==> src/rtl/mmul4_pkg.sv <==
// shared types and constants for the 4x4 fixed-point matrix multiplier
`default_nettype none

package mmul4_pkg;

  localparam int DIM        = 4;
  localparam int IDX_BITS   = 2;
  localparam int CNT_BITS   = 4;
  localparam int VALUE_BITS = 32;
  localparam int WORD_BITS  = 32;
  localparam int FRAC_BITS  = 16;

  typedef enum logic {
    SEL_LEFT  = 1'b0,
    SEL_RIGHT = 1'b1
  } mat_sel_e;

  typedef struct packed {
    logic                en;
    mat_sel_e            sel;
    logic [IDX_BITS-1:0] row;
    logic [IDX_BITS-1:0] col;
  } wr_t;

  typedef struct packed {
    logic                valid;
    logic [IDX_BITS-1:0] row;
    logic [IDX_BITS-1:0] col;
    logic                last;
  } tag_t;

endpackage

`default_nettype wire

==> src/rtl/mmul4_cell.sv <==
// one multiply-accumulate cell holding left column k and right row k
`default_nettype none

module mmul4_cell #(
  parameter int WordBits = mmul4_pkg::WORD_BITS,
  parameter int FracBits = mmul4_pkg::FRAC_BITS,
  parameter int CellIdx  = 0
) (
  input  wire                              clk_i,
  input  wire                              rst_ni,
  input  wire                              en_i,
  input  mmul4_pkg::wr_t                   wr_i,
  input  wire  [WordBits-1:0]              wr_data_i,
  input  mmul4_pkg::tag_t                  tag_i,
  input  wire  signed [2*WordBits+1:0]     sum_i,
  output mmul4_pkg::tag_t                  tag_o,
  output logic signed [2*WordBits+1:0]     sum_o
);

  localparam int SumW = 2 * WordBits + 2;
  localparam logic [mmul4_pkg::IDX_BITS-1:0] MyIdx = mmul4_pkg::IDX_BITS'(CellIdx);

  logic [WordBits-1:0] left_q  [mmul4_pkg::DIM];
  logic [WordBits-1:0] right_q [mmul4_pkg::DIM];

  logic signed [2*WordBits-1:0] prod_d, prod_a_q, prod_shift;
  logic signed [SumW-1:0]       sum_a_q, sum_b_d, sum_b_q;
  mmul4_pkg::tag_t              tag_a_q, tag_b_q;

  // element stores
  always_ff @(posedge clk_i) begin
    if (wr_i.en && wr_i.sel == mmul4_pkg::SEL_LEFT && wr_i.col == MyIdx) begin
      left_q[wr_i.row] <= wr_data_i;
    end
    if (wr_i.en && wr_i.sel == mmul4_pkg::SEL_RIGHT && wr_i.row == MyIdx) begin
      right_q[wr_i.col] <= wr_data_i;
    end
  end

  assign prod_d     = $signed(left_q[tag_i.row]) * $signed(right_q[tag_i.col]);
  assign prod_shift = prod_a_q >>> FracBits;
  assign sum_b_d    = sum_a_q + SumW'(prod_shift);

  always_ff @(posedge clk_i or negedge rst_ni) begin
    if (!rst_ni) begin
      tag_a_q <= '0;
      tag_b_q <= '0;
    end else if (en_i) begin
      tag_a_q <= tag_i;
      tag_b_q <= tag_a_q;
    end
  end

  always_ff @(posedge clk_i) begin
    if (en_i) begin
      prod_a_q <= prod_d;
      sum_a_q  <= sum_i;
      sum_b_q  <= sum_b_d;
    end
  end

  assign tag_o = tag_b_q;
  assign sum_o = sum_b_q;

endmodule

`default_nettype wire

==> config.mk <==
export PLATFORM = sky130hd
export DESIGN_NAME = mmul4_cell
export DESIGN_NICKNAME = d
export VERILOG_FILES = /design/src/rtl/mmul4_pkg.sv /design/src/rtl/mmul4_cell.sv
export SDC_FILE = /design/constraint.sdc
export NUM_CORES = 2
export LEC_CHECK = 0
export ABC_AREA = 1
export BUFFER_PORTS_ARGS = -buffer_cell sky130_fd_sc_hd__buf_4
export CAP_MARGIN = 10
export CORE_MARGIN = 2
export CORE_UTILIZATION = 45
export CTS_CLUSTER_SIZE = 8
export DETAILED_ROUTE_END_ITERATION = 8
export SETUP_SLACK_MARGIN = 0.2
export SYNTH_ARGS = -nofsm -noshare
export SYNTH_HDL_FRONTEND = slang
export SYNTH_SLANG_ARGS = --single-unit
==> constraint.sdc <==
create_clock -name clk_i -period 8.4 [get_ports clk_i]
set_clock_uncertainty 0.15 [all_clocks]
set_input_delay 1.68 -clock clk_i [delete_from_list [all_inputs] [get_ports clk_i]]
set_output_delay 1.68 -clock clk_i [all_outputs]
set_load 0.1 [all_outputs]
Word-level counts from Yosys, hierarchy flattened --
Memories as Yosys holds them, arrays and structs flattened. Index checks and enable logic that the tools add are counted.
Cells by class: multiply operators 1, reductions and logical operators 6, mux-type cells 4, bitwise gates (word level) 1, $add $sub $neg 1
Operators with widths (count):
- $add A66 B48 Y66 | 1
- $mul A32 B32 Y64 | 1
- $logic_and A1 B1 Y1 | 4
- $logic_not A2 Y1 | 2
- $mux W1 | 4
- $not A1 Y1 | 1
Storage, ports and cells: bits of input ports 113, word-level logic and storage cells 26, register bits after elaboration 208, output and inout bits 72, memories kept 2, RAM bits 256
Memories:
- left_q | words 4, bits a word 32, read ports 1, clocked after memory_dff 0, write ports 1, RTL line mmul4_cell.sv:23 | logic [WordBits-1:0] left_q [mmul4_pkg::DIM];
- right_q | words 4, bits a word 32, read ports 1, clocked after memory_dff 0, write ports 1, RTL line mmul4_cell.sv:24 | logic [WordBits-1:0] right_q [mmul4_pkg::DIM];

Logic depth before layout (Yosys ltp) --
depth in word-level cells 5, mapped depth 40

Least setup slack after synthesis --
No wires, ideal clock.
path type input to register, start point input tag_i[3] (netlist bit), end point register prod_a_q[63], data pin, buffers on the path 2, stages 29, library setup time 0.254 ns, arrival 9.198 ns, path slack -1.202 ns, cell sequence inv_2 buf_4 nand2_1 a32oi_1 inv_1 buf_2 nor2_1 inv_1 fa_1 fa_1 inv_1 fa_1 inv_1 fa_1 fa_1 inv_1 fa_1 inv_1 fa_1 fa_1 inv_1 ha_1 a21o_1 a21boi_0 nor2_1 a2111oi_0 nand2_1 nand2_1 nand2_1
On the way: word-level cells in the longest chain between the ends 2
Ends and longest elaborated chain:
- from (decl) | RTL line mmul4_cell.sv:14 | input mmul4_pkg::tag_t tag_i,
- $mem_v2 Z4 W32
- $mul A32 B32 Y64 | RTL line mmul4_cell.sv:40 | assign prod_d = $signed(left_q[tag_i.row]) * $signed(right_q[tag_i.col]);
- named net prod_d[63] | RTL line mmul4_cell.sv:26 | logic signed [2*WordBits-1:0] prod_d, prod_a_q, prod_shift;
- to (signal assigned) | RTL line mmul4_cell.sv:56 | prod_a_q <= prod_d;
- to (decl) | RTL line mmul4_cell.sv:26
The timed path passes the listed nets, and every way through them passes these cells. A chain may end at the register's enable or synchronous reset.

Worst setup path after layout --
start point input tag_i[4] (netlist bit), end point register prod_a_q[59], data pin
Same word-level chain as after synthesis.

==> qor.tcl <==
set qor(status) {finished, violations left}
set qor(failed_checks) {setup timing}
set qor(cts-root-buf) {clkbuf_16}
set qor(synthXorXnorAreaFrac) 0.0156
set qor(standard_cell_rows) 129
set qor(hold_class) {reg2reg}
set qor(slowest_delay_ns) 0.60
set qor(critical-path-slowest-cell) {fa_2}
set qor(synthToLayoutAreaGrowth_pct) 27.1
set qor(synth-seq-area-share) 0.239
set qor(ys_types) 49
set qor(arrival_ns) 8.98
set qor(grt_setup_unrepaired) {true}
set qor(yosys.cell_count.top_type) {inv_1}
set qor(grt_first_pass_wirelength_mm) 288
set qor(cell_area_after_synthesis_um2) 56000
set qor(post_layout_nets) 8303
set qor(routedWlPerCell_um) 22.3
set qor(fp.dieW_um) 357
set qor(worst_slack_ns) -0.320
set qor(grt_antenna_before_repair) 1
set qor(dominant_combinational_cell_family_by_area_after_synthesis) {adder cells}
set qor(clk-insertion-delay-late_ns) 0.68
set qor(tritoncts_clock_tree) {built}
set qor(detail-route-antenna-nets) 0
set qor(synthesized_area_fraction_occupied_by_ao_oa_aoi_and_oai_cells) 0.0596
set qor(h-tree-depth) 3
set qor(synth_mux_area_frac) 0.000804
set qor(chipHeight_um) 357
set qor(stdcell_area_um2) 71200
set qor(place_worst_setup_slack_ns) -1.45
set qor(count_of_flip_flops_with_a_built_in_enable_after_synthesis) 436
set qor(layout.filler_cells) 10800
set qor(route.detailed.drc) 0
set qor(relSlewSlack) 0.360
set qor(gr-usage-all-layers) 0.305
set qor(layout_min_cycle_time_ns) 8.72
set qor(placement.cell_area_um2) 66200
set qor(final_std_cells_w_o_fill) 8519
set qor(routed_wl_mm) 190
set qor(part_of_the_cycle_the_worst_path_needs) 1.04
set qor(maximum_fanout_along_the_worst_path) 7
set qor(cts_num_sinks) 448
set qor(synth_top_cells_by_count) {inv_1, fa_1, nand2_1, nor2_1, edfxtp_1}
set qor(cp.required_ns) 8.66
set qor(timing_worst_slew_pin_value_ns) 0.960
set qor(clock_path_buffers) 3
set qor(globalplace.congestion) 0.967
set qor(synth.top_cells.by_area) {fa_1, edfxtp_1, inv_1, nand2_1, ha_1}
set qor(async_reset_ff_frac) 0.0268
set qor(pin_count_of_the_biggest_net_entering_global_routing) 79
set qor(ys_dominant_reg_cell) {edfxtp_1}
set qor(synthesis.nets) 7355
set qor(io_buffers) 184
set qor(route.vias.total) 44600
set qor(synth_simple_gate_area_share) 0.140
set qor(yosysTopAreaCell) {fa_1}
set qor(post_drt_via_cell_ratio) 5.23
set qor(hpwlAfterDp_mm) 156
set qor(die_area_um2) 127000
set qor(design.core.area_um2) 124000
set qor(syn-mean-instance-area_um2) 9.47
set qor(postSynthRegisterBits) 448
set qor(antenna-diode-count) 0
set qor(post_route_cells_drive_above_1_share) 0.245
set qor(clkSlewWorstSetupHoldPaths_ns) 0.05
set qor(timing.max_cap.violations) 0
set qor(syn-instance-count) 5915
set qor(grt_pass1_vias) 47200
set qor(clock.fmax_ghz) 0.115
set qor(critical_path.most_common_cell) {fa_1}
set qor(drt_first_pass_iters) 6
set qor(num_io_pins) 185
set qor(timing.setup.critical_path_class) {in2reg}
set qor(final_hold_viol_count) 0
set qor(dp.cells) 8299
set qor(finalSetupViolations) 31
set qor(grt_remaining_overflow) 0
set qor(ctsHoldBuffers) 0
set qor(yosys_warnings) 0
set qor(critical_path_sink_type) {flop}
set qor(floorplan.initialDensity) 0.453
set qor(drtIter0Drc) 3372
set qor(netlist.area_leader.share) 0.387
set qor(timing.final.max_slew_violations) 0
set qor(synth_fa_ha_area_frac) 0.442
set qor(tritoncts.num_buffers) 67
set qor(cp-start-kind) {input pin}
[cells in the final DEF, fill, tap and decap left out, types with 22 or more instances in the layout]
cell and instances:
a21o_1 22, a21oi_1 192, a21oi_2 53, a32oi_2 38
buf_12 100, buf_4 892, buf_6 50, clkbuf_16 70
edfxtp_1 436, fa_1 1041, fa_2 41, ha_1 208
ha_4 34, inv_1 1220, inv_2 55, nand2_1 1012
nand2_2 53, nand3_1 83, nor2_1 671, nor2_2 86
nor2_4 35, o21ai_0 76, o21ai_1 26, xnor2_1 29
xor2_1 67
[logic make-up after synthesis]
logic type	count (synthesis)
adder cells (fa/ha/maj)	1327
flip-flops	448
buffers and inverters	1493
multiplexers	4
AND/OR/NAND/NOR	2018
XOR/XNOR	100
AO/OA/AOI/OAI	525
[area by class of cell]
type                       instances  area (µm²)  share of cell area
clock inverter                    10         201             0.00283
timing repair inverter             4        30.0            0.000422
sequential                       448       13400               0.188
inverter                        1306        5050              0.0710
clock buffer                      78        1720              0.0241
multi-input combinational       3974       39000               0.548
tap                             1637        2050              0.0288
timing repair buffer            1062        9710               0.136
[sequential cells by signal, summed over array words and instances, names as in the netlist]
name,count
tag_o,6
tag_a_q,6
sum_o,66
right_q,128
sum_a_q,66
prod_a_q,48
left_q,128
[repair_timing]
| item | 4_1_cts | 5_1_grt |
|---|---|---|
| buffers inserted | 77 | 42 |
| pin swaps | 98 | 99 |
| resized for setup | 247 | 241 |
| setup endpoints to repair | 45 | 46 |
| gates cloned | 9 | 5 |
[per-stage QoR]
step	utilization	setup TNS, ns	hold WS, ns
2_1_floorplan	-	-6.62	0.330
3_3_place_gp	0.535	-45.91	0.340
3_5_place_dp	0.535	-46.42	0.354
4_1_cts	0.565	-3.13	0.359
5_1_grt	0.576	-14.52	0.377
6_report	0.576	-5.17	0.358
[worst max-delay path: cells and delay by family]
family,cells,cell delay (ns)
xor+xnor,1,0.09
simple gates,6,0.67
buf+inv,12,1.36
fa+ha+maj,9,4.40
compound gates,4,0.76
[final timing paths]
| check | from | end | slack, ns | cells past startpoint |
|---|---|---|---|---|
| max | tag_i[4] | prod_a_q[59] | -0.32 | 32 |
| min | tag_a_q[1] | tag_o[1] | 0.36 | 1 |
| max reg2reg | left_q[3][31] | prod_a_q[59] | 0.49 | 30 |
| min reg2reg | tag_a_q[1] | tag_o[1] | 0.36 | 1 |
| max in group asynchronous | rst_ni | tag_o[5] | 7.24 | 1 |
| min in group asynchronous | rst_ni | tag_o[2] | 0.69 | 1 |
[layer usage]
metal | routed length, µm | up-vias | track usage
met5 | 0 | - | 0
met4 | 10900 | 0 | 0.144
met3 | 15000 | 418 | 0.0535
met2 | 87100 | 1846 | 0.489
met1 | 77100 | 22500 | 0.405
li1 | - | 19800 | -
Power is left out: the tool's default activity adds up to more than one toggle a clock period on the data nets, which glitch-free logic cannot reach.
